### config.mk
export PLATFORM = sky130hd
export DESIGN_NAME = raycast_wall_column_flat
export DESIGN_NICKNAME = d
export VERILOG_FILES = /design/src/hdl/rcw_pkg.sv /design/src/hdl/rcw_if.sv /design/src/hdl/rcw_div.sv /design/src/hdl/rcw_ctrl.sv /design/src/hdl/rcw_dp.sv /design/src/hdl/raycast_wall_column.sv /design/src/flat_wrapper.sv
export SDC_FILE = /design/constraint.sdc
export NUM_CORES = 2
export LEC_CHECK = 0
export ABC_AREA = 1
export BUFFER_PORTS_ARGS = -buffer_cell sky130_fd_sc_hd__buf_4
export CORE_MARGIN = 1
export CORE_UTILIZATION = 45
export DETAILED_ROUTE_END_ITERATION = 10
export GPL_TIMING_DRIVEN = 0
export SETUP_SLACK_MARGIN = 0.02
export SLEW_MARGIN = 20
export SYNTH_ARGS = -nofsm -noshare
export SYNTH_HDL_FRONTEND = slang
export SYNTH_SLANG_ARGS = --single-unit
### constraint.sdc
create_clock -name clock -period 13.7 [get_ports clock]
set_clock_uncertainty 0.1 [all_clocks]
set_input_delay 2.055 -clock clock [delete_from_list [all_inputs] [get_ports clock]]
set_output_delay 2.055 -clock clock [all_outputs]
set_load 0.02 [all_outputs]
### src/hdl/rcw_pkg.sv
package rcw_pkg;

   localparam int MapSide    = 8;
   localparam int MarchSteps = 1000;

   // csr register indexes
   localparam logic [2:0] CSR_CAM_X      = 3'd0;
   localparam logic [2:0] CSR_CAM_Y      = 3'd1;
   localparam logic [2:0] CSR_CAM_ANGLE  = 3'd2;
   localparam logic [2:0] CSR_MAP_LOW    = 3'd3;
   localparam logic [2:0] CSR_MAP_HIGH   = 3'd4;
   localparam logic [2:0] CSR_VIEW_W     = 3'd5;
   localparam logic [2:0] CSR_VIEW_H     = 3'd6;

   // controller -> datapath commands
   typedef struct packed {
      logic load;       // capture column, compute offset
      logic div_start;  // start offset divider
      logic trig;       // ray angle and direction
      logic march;      // one march step
      logic hit;        // march stopped before the step limit
      logic dq_calc;    // corrected distance product
      logic hdiv_start; // start height divider
      logic finish;     // form span, load output
   } cmd_type;

   // datapath -> controller status
   typedef struct packed {
      logic div_done;
      logic stop;       // march ends this step
      logic hdiv_done;
   } sts_type;

   // quarter-wave sine table, Q1.14
   function automatic logic [14:0] qsin(input logic [5:0] i);
      logic [14:0] v;
      begin
         case (i)
            6'd0:  v = 15'd0;     6'd1:  v = 15'd804;   6'd2:  v = 15'd1606;
            6'd3:  v = 15'd2404;  6'd4:  v = 15'd3196;  6'd5:  v = 15'd3981;
            6'd6:  v = 15'd4756;  6'd7:  v = 15'd5520;  6'd8:  v = 15'd6270;
            6'd9:  v = 15'd7005;  6'd10: v = 15'd7723;  6'd11: v = 15'd8423;
            6'd12: v = 15'd9102;  6'd13: v = 15'd9760;  6'd14: v = 15'd10394;
            6'd15: v = 15'd11003; 6'd16: v = 15'd11585; 6'd17: v = 15'd12140;
            6'd18: v = 15'd12665; 6'd19: v = 15'd13160; 6'd20: v = 15'd13623;
            6'd21: v = 15'd14053; 6'd22: v = 15'd14449; 6'd23: v = 15'd14811;
            6'd24: v = 15'd15137; 6'd25: v = 15'd15426; 6'd26: v = 15'd15679;
            6'd27: v = 15'd15893; 6'd28: v = 15'd16069; 6'd29: v = 15'd16207;
            6'd30: v = 15'd16305; 6'd31: v = 15'd16364;
            default: v = 15'd16384;
         endcase
         return v;
      end
   endfunction

   // signed Q1.14 sine of a 12-bit angle
   function automatic logic signed [15:0] sin14(input logic [11:0] a);
      logic [1:0]  q;
      logic [10:0] r;
      logic [5:0]  idx;
      logic [4:0]  frac;
      logic [14:0] lo;
      logic [14:0] hi;
      logic [19:0] prod;
      logic [14:0] v;
      begin
         q = a[11:10];
         r = q[0] ? (11'd1024 - {1'b0, a[9:0]}) : {1'b0, a[9:0]};
         idx = r[10:5];
         frac = r[4:0];
         lo = qsin(idx);
         hi = qsin(idx + 6'd1);
         prod = 20'((hi - lo) * frac) + 20'd16;
         v = (idx >= 6'd32) ? 15'd16384 : lo + 15'(prod[19:5]);
         return q[1] ? -$signed({1'b0, v}) : $signed({1'b0, v});
      end
   endfunction

endpackage

### src/hdl/rcw_if.sv
interface rcw_req_if;
   logic       valid;
   logic       ready;
   logic [9:0] column;
   modport source (output valid, output column, input ready);
   modport sink (input valid, input column, output ready);
endinterface

interface rcw_rsp_if;
   logic        valid;
   logic        ready;
   logic [9:0]  out_column;
   logic [1:0]  wall_code;
   logic [9:0]  span_top;
   logic [10:0] span_bottom;
   logic [9:0]  march_steps;
   modport source (output valid, output out_column, output wall_code, output span_top,
                   output span_bottom, output march_steps, input ready);
   modport sink (input valid, input out_column, input wall_code, input span_top,
                 input span_bottom, input march_steps, output ready);
endinterface

### src/hdl/rcw_div.sv
// restoring divider, one quotient bit per cycle, unsigned
module rcw_div #(
   parameter int W = 32
) (
   input  logic         clock,
   input  logic         reset,
   input  logic         start,
   input  logic [W-1:0] num,
   input  logic [W-1:0] den,
   output logic         done,
   output logic [W-1:0] quo
);
   localparam int CW = $clog2(W + 1);

   logic [W-1:0]  rem_ff, rem_in, quo_ff, quo_in, den_ff, den_in;
   logic [CW-1:0] cnt_ff, cnt_in;
   logic          busy_ff, busy_in, done_ff, done_in;
   logic [W:0]    trial;

   always_comb begin
      rem_in = rem_ff; quo_in = quo_ff; den_in = den_ff;
      cnt_in = cnt_ff; busy_in = busy_ff; done_in = 1'b0;
      trial = {rem_ff, quo_ff[W-1]} - {1'b0, den_ff};
      if (start) begin
         rem_in = '0; quo_in = num; den_in = den;
         cnt_in = CW'(W); busy_in = 1'b1;
      end else if (busy_ff) begin
         if (!trial[W]) begin
            rem_in = trial[W-1:0];
            quo_in = {quo_ff[W-2:0], 1'b1};
         end else begin
            rem_in = {rem_ff[W-2:0], quo_ff[W-1]};
            quo_in = {quo_ff[W-2:0], 1'b0};
         end
         cnt_in = cnt_ff - CW'(1);
         if (cnt_ff == CW'(1)) begin
            busy_in = 1'b0; done_in = 1'b1;
         end
      end
   end

   always_ff @(posedge clock) begin
      rem_ff <= rem_in; quo_ff <= quo_in; den_ff <= den_in; cnt_ff <= cnt_in;
      if (reset) begin
         busy_ff <= 1'b0; done_ff <= 1'b0;
      end else begin
         busy_ff <= busy_in; done_ff <= done_in;
      end
   end

   assign done = done_ff;
   assign quo = quo_ff;
endmodule

### src/hdl/rcw_ctrl.sv
// sequencer for one column
module rcw_ctrl #(
   parameter int MARCH_STEPS = rcw_pkg::MarchSteps
) (
   input  logic             clock,
   input  logic             reset,
   input  logic             req_valid,
   output logic             req_ready,
   output logic             rsp_valid,
   input  logic             rsp_ready,
   input  rcw_pkg::sts_type sts,
   output rcw_pkg::cmd_type cmd,
   output logic [12:0]      step_k
);
   typedef enum logic [7:0] {
      S_IDLE  = 8'b00000001,
      S_ODIV  = 8'b00000010,
      S_TRIG  = 8'b00000100,
      S_MARCH = 8'b00001000,
      S_DIST  = 8'b00010000,
      S_HDIV  = 8'b00100000,
      S_FIN   = 8'b01000000,
      S_OUT   = 8'b10000000
   } state_type;

   state_type   state_ff, state_in;
   logic [12:0] k_ff, k_in;

   assign req_ready = (state_ff == S_IDLE);
   assign rsp_valid = (state_ff == S_OUT);
   assign step_k = k_ff;

   always_comb begin
      state_in = state_ff;
      k_in = k_ff;
      cmd = '0;
      unique case (state_ff)
         S_IDLE: begin
            if (req_valid) begin
               cmd.load = 1'b1; cmd.div_start = 1'b1; state_in = S_ODIV;
            end
         end
         S_ODIV: if (sts.div_done) begin
            state_in = S_TRIG;
         end
         S_TRIG: begin
            cmd.trig = 1'b1; k_in = '0; state_in = S_MARCH;
         end
         S_MARCH: begin
            if (k_ff == 13'(MARCH_STEPS) || sts.stop) begin
               // the position at the step limit is never checked
               cmd.hit = (k_ff != 13'(MARCH_STEPS));
               state_in = S_DIST;
            end else begin
               cmd.march = 1'b1; k_in = k_ff + 13'd1;
            end
         end
         S_DIST: begin
            cmd.dq_calc = 1'b1; state_in = S_HDIV;
         end
         S_HDIV: begin
            cmd.hdiv_start = 1'b1; state_in = S_FIN;
         end
         S_FIN: if (sts.hdiv_done) begin
            cmd.finish = 1'b1; state_in = S_OUT;
         end
         S_OUT: if (rsp_ready) begin
            state_in = S_IDLE;
         end
         default: state_in = S_IDLE;
      endcase
   end

   always_ff @(posedge clock) begin
      k_ff <= k_in;
      if (reset) state_ff <= S_IDLE;
      else state_ff <= state_in;
   end
endmodule

### src/hdl/rcw_dp.sv
// column datapath: offset, direction, march, distance, height
module rcw_dp #(
   parameter int MAP_SIDE = rcw_pkg::MapSide
) (
   input  logic             clock,
   input  logic             reset,
   input  rcw_pkg::cmd_type cmd,
   output rcw_pkg::sts_type sts,
   input  logic [12:0]      step_k,
   input  logic [9:0]       column,
   input  logic [14:0]      cam_x,
   input  logic [14:0]      cam_y,
   input  logic [11:0]      cam_angle,
   input  logic [127:0]     map_bits,
   input  logic [10:0]      view_w,
   input  logic [10:0]      view_h,
   output logic [9:0]       out_column,
   output logic [1:0]       wall_code,
   output logic [9:0]       span_top,
   output logic [10:0]      span_bottom,
   output logic [9:0]       march_steps
);
   // h*16*327680 needs 34 bits for an 11-bit height
   localparam int HW = 36;

   logic [9:0]  col_ff;
   logic [10:0] w_sel, h_ff;
   logic        neg_ff;
   logic [31:0] onum, oquo;
   logic [HW-1:0] hnum, hquo;
   logic        odone, hdone;
   logic [11:0] offu;
   logic signed [15:0] dx_ff, dy_ff, coff_ff;
   // running k*dir sums and floor(/40) tracked incrementally
   logic signed [24:0] qx_ff, qy_ff;   // floor(k*d/40)
   logic [5:0]  rx_ff, ry_ff;          // remainder 0..39
   logic signed [15:0] sxq, syq;       // floor(d/40) per step
   logic [5:0]  sxr, syr;              // matching remainder
   logic [1:0]  code_ff;
   logic signed [31:0] dq_ff;
   logic        small_ff;
   logic signed [25:0] px, py;
   logic [1:0]  map_code;
   logic [6:0]  bitpos;
   logic        out_map;
   logic [22:0] h16;
   logic [22:0] whq;

   // floor(d/40) and remainder; 1/5 as 52429/2^18 is exact up to 2048
   function automatic void split40(input logic signed [15:0] d,
                                   output logic signed [15:0] qo, output logic [5:0] ro);
      logic [14:0] mag;
      logic [27:0] prod;
      logic [9:0]  qa;
      logic [14:0] ra;
      begin
         mag = d[15] ? 15'(-d) : d[14:0];
         prod = 28'(mag[14:3]) * 28'd52429;
         qa = prod[27:18];
         ra = mag - 15'({qa, 5'd0}) - 15'({qa, 3'd0});
         if (!d[15]) begin
            qo = $signed({6'd0, qa}); ro = ra[5:0];
         end else if (ra == 15'd0) begin
            qo = -$signed({6'd0, qa}); ro = 6'd0;
         end else begin
            qo = -$signed({6'd0, qa}) - 16'sd1; ro = 6'(15'd40 - ra);
         end
      end
   endfunction

   // step of floor(k*d/40): add quotient and remainder, carry by 40
   function automatic void adv(input logic signed [24:0] q, input logic [5:0] r,
                               input logic signed [15:0] dq40, input logic [5:0] dr,
                               output logic signed [24:0] qo, output logic [5:0] ro);
      logic [6:0] rr;
      begin
         rr = 7'(r) + 7'(dr);
         if (rr >= 7'd40) begin
            qo = q + 25'(dq40) + 25'sd1; ro = 6'(rr - 7'd40);
         end else begin
            qo = q + 25'(dq40); ro = rr[5:0];
         end
      end
   endfunction

   // zero width counts as one
   assign w_sel = (view_w == 11'd0) ? 11'd1 : view_w;

   rcw_div #(.W(32)) u_odiv (.clock(clock), .reset(reset), .start(cmd.div_start),
      .num(onum), .den({21'd0, w_sel}), .done(odone), .quo(oquo));

   // offset numerator magnitude
   always_comb begin
      logic signed [12:0] nn;
      nn = $signed({2'b0, column, 1'b0}) - $signed({2'b0, w_sel});
      onum = {10'd0, 13'(nn[12] ? -nn : nn), 9'd0};
   end

   assign offu = neg_ff ? 12'(-oquo[11:0]) : oquo[11:0];

   rcw_div #(.W(HW)) u_hdiv (.clock(clock), .reset(reset), .start(cmd.hdiv_start),
      .num(hnum), .den({4'd0, dq_ff}), .done(hdone), .quo(hquo));
   assign hnum = HW'(h_ff) * HW'(5242880);

   // per-step increments of the ray direction
   always_comb begin
      split40(dx_ff, sxq, sxr);
      split40(dy_ff, syq, syr);
   end

   // current ray position and cell
   assign px = 26'(cam_x) + 26'(qx_ff);
   assign py = 26'(cam_y) + 26'(qy_ff);
   assign out_map = px[25] || py[25] || (px[25:12] >= 14'(MAP_SIDE))
                    || (py[25:12] >= 14'(MAP_SIDE));
   assign bitpos = {py[14:12], px[14:12], 1'b0};
   assign map_code = map_bits[bitpos +: 2];

   assign sts.div_done = odone;
   assign sts.hdiv_done = hdone;
   assign sts.stop = out_map || (map_code != 2'd0);

   assign h16 = {8'd0, h_ff, 4'd0};
   always_comb begin
      logic [HW-1:0] wq;
      wq = small_ff ? HW'(h16) : hquo;
      whq = (wq >= HW'(h16)) ? h16 - 23'd16 : wq[22:0];
   end

   always_ff @(posedge clock) begin
      logic signed [24:0] nqx, nqy;
      logic [5:0] nrx, nry;
      if (cmd.load) begin
         col_ff <= column;
         h_ff <= (view_h == 11'd0) ? 11'd1 : view_h;
         neg_ff <= ($signed({2'b0, column, 1'b0}) < $signed({2'b0, w_sel}));
      end
      if (cmd.trig) begin
         dx_ff <= rcw_pkg::sin14(cam_angle + offu + 12'd1024);
         dy_ff <= rcw_pkg::sin14(cam_angle + offu);
         coff_ff <= rcw_pkg::sin14(offu + 12'd1024);
         qx_ff <= '0; qy_ff <= '0; rx_ff <= '0; ry_ff <= '0; code_ff <= '0;
      end
      if (cmd.march) begin
         adv(qx_ff, rx_ff, sxq, sxr, nqx, nrx);
         adv(qy_ff, ry_ff, syq, syr, nqy, nry);
         qx_ff <= nqx; rx_ff <= nrx; qy_ff <= nqy; ry_ff <= nry;
      end
      // latch code when the march stops on a wall
      if (cmd.hit && !out_map) code_ff <= map_code;
      if (cmd.dq_calc) begin
         dq_ff <= 32'($signed({19'd0, step_k}) * coff_ff);
      end
      small_ff <= (dq_ff < 32'sd164);
      if (cmd.finish) begin
         out_column <= col_ff;
         wall_code <= code_ff;
         span_top <= 10'((h16 - whq) >> 5);
         span_bottom <= (((h16 + whq) >> 5) > 23'(h_ff)) ? h_ff : 11'((h16 + whq) >> 5);
         march_steps <= step_k[9:0];
      end
   end
endmodule

### src/hdl/raycast_wall_column.sv
// Channel | Dir | Payload
// req     | in  | column
// rsp     | out | out_column, wall_code, span_top, span_bottom, march_steps
// csr     | in  | csr_we, csr_index, csr_wdata (64b)
// One column at a time: the offset divide, the trig state, the march (k steps,
// up to MARCH_STEPS), the distance state, the height divider start and the
// height divide, after which the result is registered and offered on rsp.
// Synchronous active-high reset restores the register defaults.
// A waiting result holds until taken; no new word is accepted meanwhile.
module raycast_wall_column #(
   parameter int MAP_SIDE    = rcw_pkg::MapSide,
   parameter int MARCH_STEPS = rcw_pkg::MarchSteps
) (
   input  logic        clock,
   input  logic        reset,
   rcw_req_if.sink     req,
   rcw_rsp_if.source   rsp,
   input  logic        csr_we,
   input  logic [2:0]  csr_index,
   input  logic [63:0] csr_wdata
);
   logic [14:0]  cx_ff, cy_ff;
   logic [11:0]  ca_ff;
   logic [63:0]  ml_ff, mh_ff;
   logic [10:0]  vw_ff, vh_ff;
   rcw_pkg::cmd_type cmd;
   rcw_pkg::sts_type sts;
   logic [12:0]  k;

   // configuration registers
   always_ff @(posedge clock) begin
      if (reset) begin
         cx_ff <= 15'd6144; cy_ff <= 15'd6144; ca_ff <= '0;
         ml_ff <= '0; mh_ff <= '0; vw_ff <= 11'd320; vh_ff <= 11'd300;
      end else if (csr_we) begin
         unique case (csr_index)
            rcw_pkg::CSR_CAM_X:     cx_ff <= csr_wdata[14:0];
            rcw_pkg::CSR_CAM_Y:     cy_ff <= csr_wdata[14:0];
            rcw_pkg::CSR_CAM_ANGLE: ca_ff <= csr_wdata[11:0];
            rcw_pkg::CSR_MAP_LOW:   ml_ff <= csr_wdata;
            rcw_pkg::CSR_MAP_HIGH:  mh_ff <= csr_wdata;
            rcw_pkg::CSR_VIEW_W:    vw_ff <= csr_wdata[10:0];
            rcw_pkg::CSR_VIEW_H:    vh_ff <= csr_wdata[10:0];
            default: ;
         endcase
      end
   end

   rcw_ctrl #(.MARCH_STEPS(MARCH_STEPS)) u_ctrl (
      .clock(clock), .reset(reset), .req_valid(req.valid), .req_ready(req.ready),
      .rsp_valid(rsp.valid), .rsp_ready(rsp.ready), .sts(sts), .cmd(cmd), .step_k(k));

   rcw_dp #(.MAP_SIDE(MAP_SIDE)) u_dp (
      .clock(clock), .reset(reset), .cmd(cmd), .sts(sts), .step_k(k),
      .column(req.column), .cam_x(cx_ff), .cam_y(cy_ff), .cam_angle(ca_ff),
      .map_bits({mh_ff, ml_ff}), .view_w(vw_ff), .view_h(vh_ff),
      .out_column(rsp.out_column), .wall_code(rsp.wall_code), .span_top(rsp.span_top),
      .span_bottom(rsp.span_bottom), .march_steps(rsp.march_steps));
endmodule
### src/flat_wrapper.sv
// flat-port wrapper written by rule: the top's interface ports become plain ports
module raycast_wall_column_flat 
#(
   parameter int MAP_SIDE    = rcw_pkg::MapSide,
   parameter int MARCH_STEPS = rcw_pkg::MarchSteps
)
  (clock, reset, csr_we, csr_index, csr_wdata, req_valid, req_column, req_ready, rsp_valid, rsp_out_column, rsp_wall_code, rsp_span_top, rsp_span_bottom, rsp_march_steps, rsp_ready);
  rcw_req_if req_i ();
  rcw_rsp_if rsp_i ();
  input  logic clock;
  input  logic reset;
  input  logic csr_we;
  input  logic [2:0] csr_index;
  input  logic [63:0] csr_wdata;
  input wire logic [$bits(req_i.valid)-1:0] req_valid;
  input wire logic [$bits(req_i.column)-1:0] req_column;
  output wire logic [$bits(req_i.ready)-1:0] req_ready;
  output wire logic [$bits(rsp_i.valid)-1:0] rsp_valid;
  output wire logic [$bits(rsp_i.out_column)-1:0] rsp_out_column;
  output wire logic [$bits(rsp_i.wall_code)-1:0] rsp_wall_code;
  output wire logic [$bits(rsp_i.span_top)-1:0] rsp_span_top;
  output wire logic [$bits(rsp_i.span_bottom)-1:0] rsp_span_bottom;
  output wire logic [$bits(rsp_i.march_steps)-1:0] rsp_march_steps;
  input wire logic [$bits(rsp_i.ready)-1:0] rsp_ready;
  assign req_i.valid = req_valid;
  assign req_i.column = req_column;
  assign req_ready = req_i.ready;
  assign rsp_valid = rsp_i.valid;
  assign rsp_out_column = rsp_i.out_column;
  assign rsp_wall_code = rsp_i.wall_code;
  assign rsp_span_top = rsp_i.span_top;
  assign rsp_span_bottom = rsp_i.span_bottom;
  assign rsp_march_steps = rsp_i.march_steps;
  assign rsp_i.ready = rsp_ready;
  raycast_wall_column #(.MAP_SIDE(MAP_SIDE), .MARCH_STEPS(MARCH_STEPS)) u_core (.clock(clock), .reset(reset), .req(req_i), .rsp(rsp_i), .csr_we(csr_we), .csr_index(csr_index), .csr_wdata(csr_wdata));
endmodule
==> reports/summary.json <==
{
  "outcome": "finished clean",
  "ys.warnings.count": 0,
  "timing.critical_path.from_type": "flip-flop",
  "syn_inst": 9890,
  "ff_latch_area_mm2": 0.01517,
  "holdCritPathClass": "flip-flop to flip-flop",
  "timing_max_transition_violations_final": 0,
  "grt_first_pass_wirelength_um": 342400,
  "cts.htree.levels": 3,
  "grt_start_max_net_pins": 56,
  "layout_common_cells": "nand2_1, inv_1, nor2_1",
  "worst_slew_margin_rel": 0.2144,
  "vias": 65520,
  "max-cap-violations": 0,
  "place.gp.congestion": 0.9559,
  "dp_cells": 12090,
  "drt_drc_violations_left": 0,
  "die_width_um": 400.8,
  "min_setup_slack_post_route_ps": 888.2,
  "timing_hold_violations_final": 0,
  "synthesis.area_per_instance_um2": 7.236,
  "mappedNetlistArea_mm2": 0.07157,
  "initialDrtViolationCount": 4951,
  "layout_min_cycle_time_ps": 12810,
  "post_drt_wl_per_cell_um": 17.66,
  "report.final.setup_viol": 0,
  "cts_tree": "done",
  "worst_ep_required_time_ps": 14000,
  "core.rowCount": 145,
  "clk_path_buf_depth": 3,
  "clk-insertion-delay-late_ps": 690,
  "layout_commonest_cell": "nand2_1",
  "worstPathMaxFanout": 13,
  "syn-num-nets": 11190,
  "number_of_synthesized_flops_with_an_enable_pin": 288,
  "worst-slew-pin-transition_ps": 1178,
  "critPathMaxStageDelay_ps": 510,
  "most_prevalent_standard_cell_on_the_critical_path": "nand2_1",
  "post_layout_nonfiller_instances": 12240,
  "nets": 11420,
  "part_of_the_cycle_the_worst_path_needs": 0.9352,
  "postRouteWirelength_um": 216200,
  "timing.setup.critical_path_class": "flip-flop to flip-flop",
  "timing.critical_path.arrival_ps": 13110,
  "post-dp-hpwl_um": 174800,
  "die-area_mm2": 0.1606,
  "initial_utilization": 0.4555,
  "placeableCoreArea_mm2": 0.1571,
  "boundaryPins": 127,
  "cts_root_buf": "clkbuf_16",
  "max_freq_mhz": 78.05,
  "multi_input_area_mm2": 0.04883,
  "synth_sequential_area_ratio": 0.2120,
  "firstDrtPassIters": 6,
  "grt_pass1_vias": 64150,
  "synthFlopType": "dfxtp_1",
  "critical_path.endpoint_type": "flip-flop",
  "via_per_inst": 5.353,
  "yosys.cell_types.count": 83,
  "place_ws_ps": -18.60,
  "ff2ff_setup_slack_ps": 890,
  "die_height_um": 400.8,
  "global_route.usage.total": 0.2642,
  "cts.sink_count": 614,
  "ys_async_sr_fraction": 0,
  "cts_inserted_buffers": 75,
  "final_layout_size_suffix_gt1_frac": 0.05482,
  "number_of_antenna_violations_at_the_first_check_in_global_routing": 7,
  "antenna_violation_net_count_after_detailed_routing": 0,
  "n_fill_cell": 15800,
  "cts.clk_slew.worst_paths_ps": 60,
  "portBuffers": 125,
  "cell_at_the_slowest_stage_of_the_critical_path": "fa_1",
  "synthToLayoutAreaGrowth_pct": 9.212,
  "global_route.overflow_total": 0,
  "total_of_flip_flops_plus_latches_after_synthesis": 614
}
-- flip-flops by register name (all words and copies together) (netlist names), 16 cells and up --
register and cells:
u_core.u_dp.coff_ff 16, u_core.u_dp.u_hdiv.rem_ff 36, u_core.u_dp.dq_ff 30, u_core.ml_ff 64, u_core.u_dp.u_odiv.quo 32, u_core.u_dp.dx_ff 16
u_core.u_dp.qy_ff 25, u_core.mh_ff 64, u_core.u_dp.u_odiv.rem_ff 32, u_core.u_dp.qx_ff 25, u_core.u_dp.u_hdiv.den_ff 30, u_core.u_dp.dy_ff 16
u_core.u_dp.u_hdiv.quo 36
-- synthesized netlist by cell type, types with 113 or more instances --
library cell | count | area share
xnor2_1 | 124 | 0.015
edfxtp_1 | 288 | 0.12
inv_1 | 1703 | 0.089
nand4_1 | 113 | 0.0099
nor3_1 | 138 | 0.0097
o21ai_0 | 675 | 0.047
nand3_1 | 460 | 0.032
fa_1 | 455 | 0.13
ha_1 | 765 | 0.13
nor2_1 | 1027 | 0.054
clkbuf_1 | 201 | 0.011
nand2_1 | 1924 | 0.10
a21oi_1 | 620 | 0.043
dfxtp_1 | 326 | 0.091
xor2_1 | 302 | 0.037
-- area by class of cell --
type,instances,area share
clock inverters,34,0.004754
flip-flops and latches,614,0.1941
inverters,1743,0.08400
diodes,2,0.00006403
repair buffers,152,0.01550
plain buffers,282,0.01580
clock buffers,105,0.02808
well taps,2058,0.03294
multi-input cells,7249,0.6247
-- path summary, 6_finish.rpt --
check | from | to | cells after the start
worst max-delay path | u_core.u_dp.u_odiv.quo[0] | u_core.u_dp.dx_ff[15] | 68
worst min register to register | u_core.u_dp.dq_ff[1] | u_core.u_dp.u_hdiv.den_ff[1] | 0
worst max register to register | u_core.u_dp.u_odiv.quo[0] | u_core.u_dp.dx_ff[15] | 68
worst min-delay path | u_core.u_dp.dq_ff[1] | u_core.u_dp.u_hdiv.den_ff[1] | 0
-- metrics by stage --
| step | TNS [ps] | cell area, um^2 | util | hold WS (ps) |
|---|---|---|---|---|
| floorplan | 0 | 71570 | - | 300.3 |
| global placement | -266.2 | 75080 | 0.4779 | 305.8 |
| detailed placement | -18.60 | 75300 | 0.4793 | 308.0 |
| CTS | 0 | 77870 | 0.4956 | 321.1 |
| global route | -53.23 | 78160 | 0.4974 | 333.9 |
| finish | 0 | 78160 | 0.4975 | 318.8 |
-- kinds of logic after synthesis --
family          count (synthesis)  share of synthesized area
fa+ha+maj                    1220                     0.2610
compound gates               1682                     0.1308
flops                         614                     0.2120
xor+xnor                      441                    0.05617
buf+inv                      2027                     0.1088
simple gates                 3906                     0.2312
-- routing by layer --
| metal | part of all wire | global-route usage | wire [um] |
|---|---|---|---|
| met2 | 0.46 | 0.4450 | 99430 |
| met4 | 0.028 | 0.07449 | 6096 |
| met1 | 0.45 | 0.3526 | 97930 |
| met5 | 0.00012 | 0 | 25 |
| met3 | 0.059 | 0.03509 | 12670 |
-- what timing repair did --
action,4_1_cts,5_1_grt
hold buffers,0,0
endpoints found under the setup margin,3,23
pin swaps,0,4
buffers inserted,0,14
gates cloned,0,0
resized for setup,1,48
-- worst max-delay path, delay by kind of cell, from the launching register on --
family | cells | cell delay, ps
buffers and inverters | 12 | 1500
adder cells (fa/ha/maj) | 11 | 3900
XOR/XNOR | 6 | 1350
AO/OA/AOI/OAI | 15 | 2580
AND/OR/NAND/NOR | 24 | 2830
flip-flops | 1 | 320
Power is not shown: default switching activity piles up to over one toggle a cycle in this logic, so the estimate is an artifact.
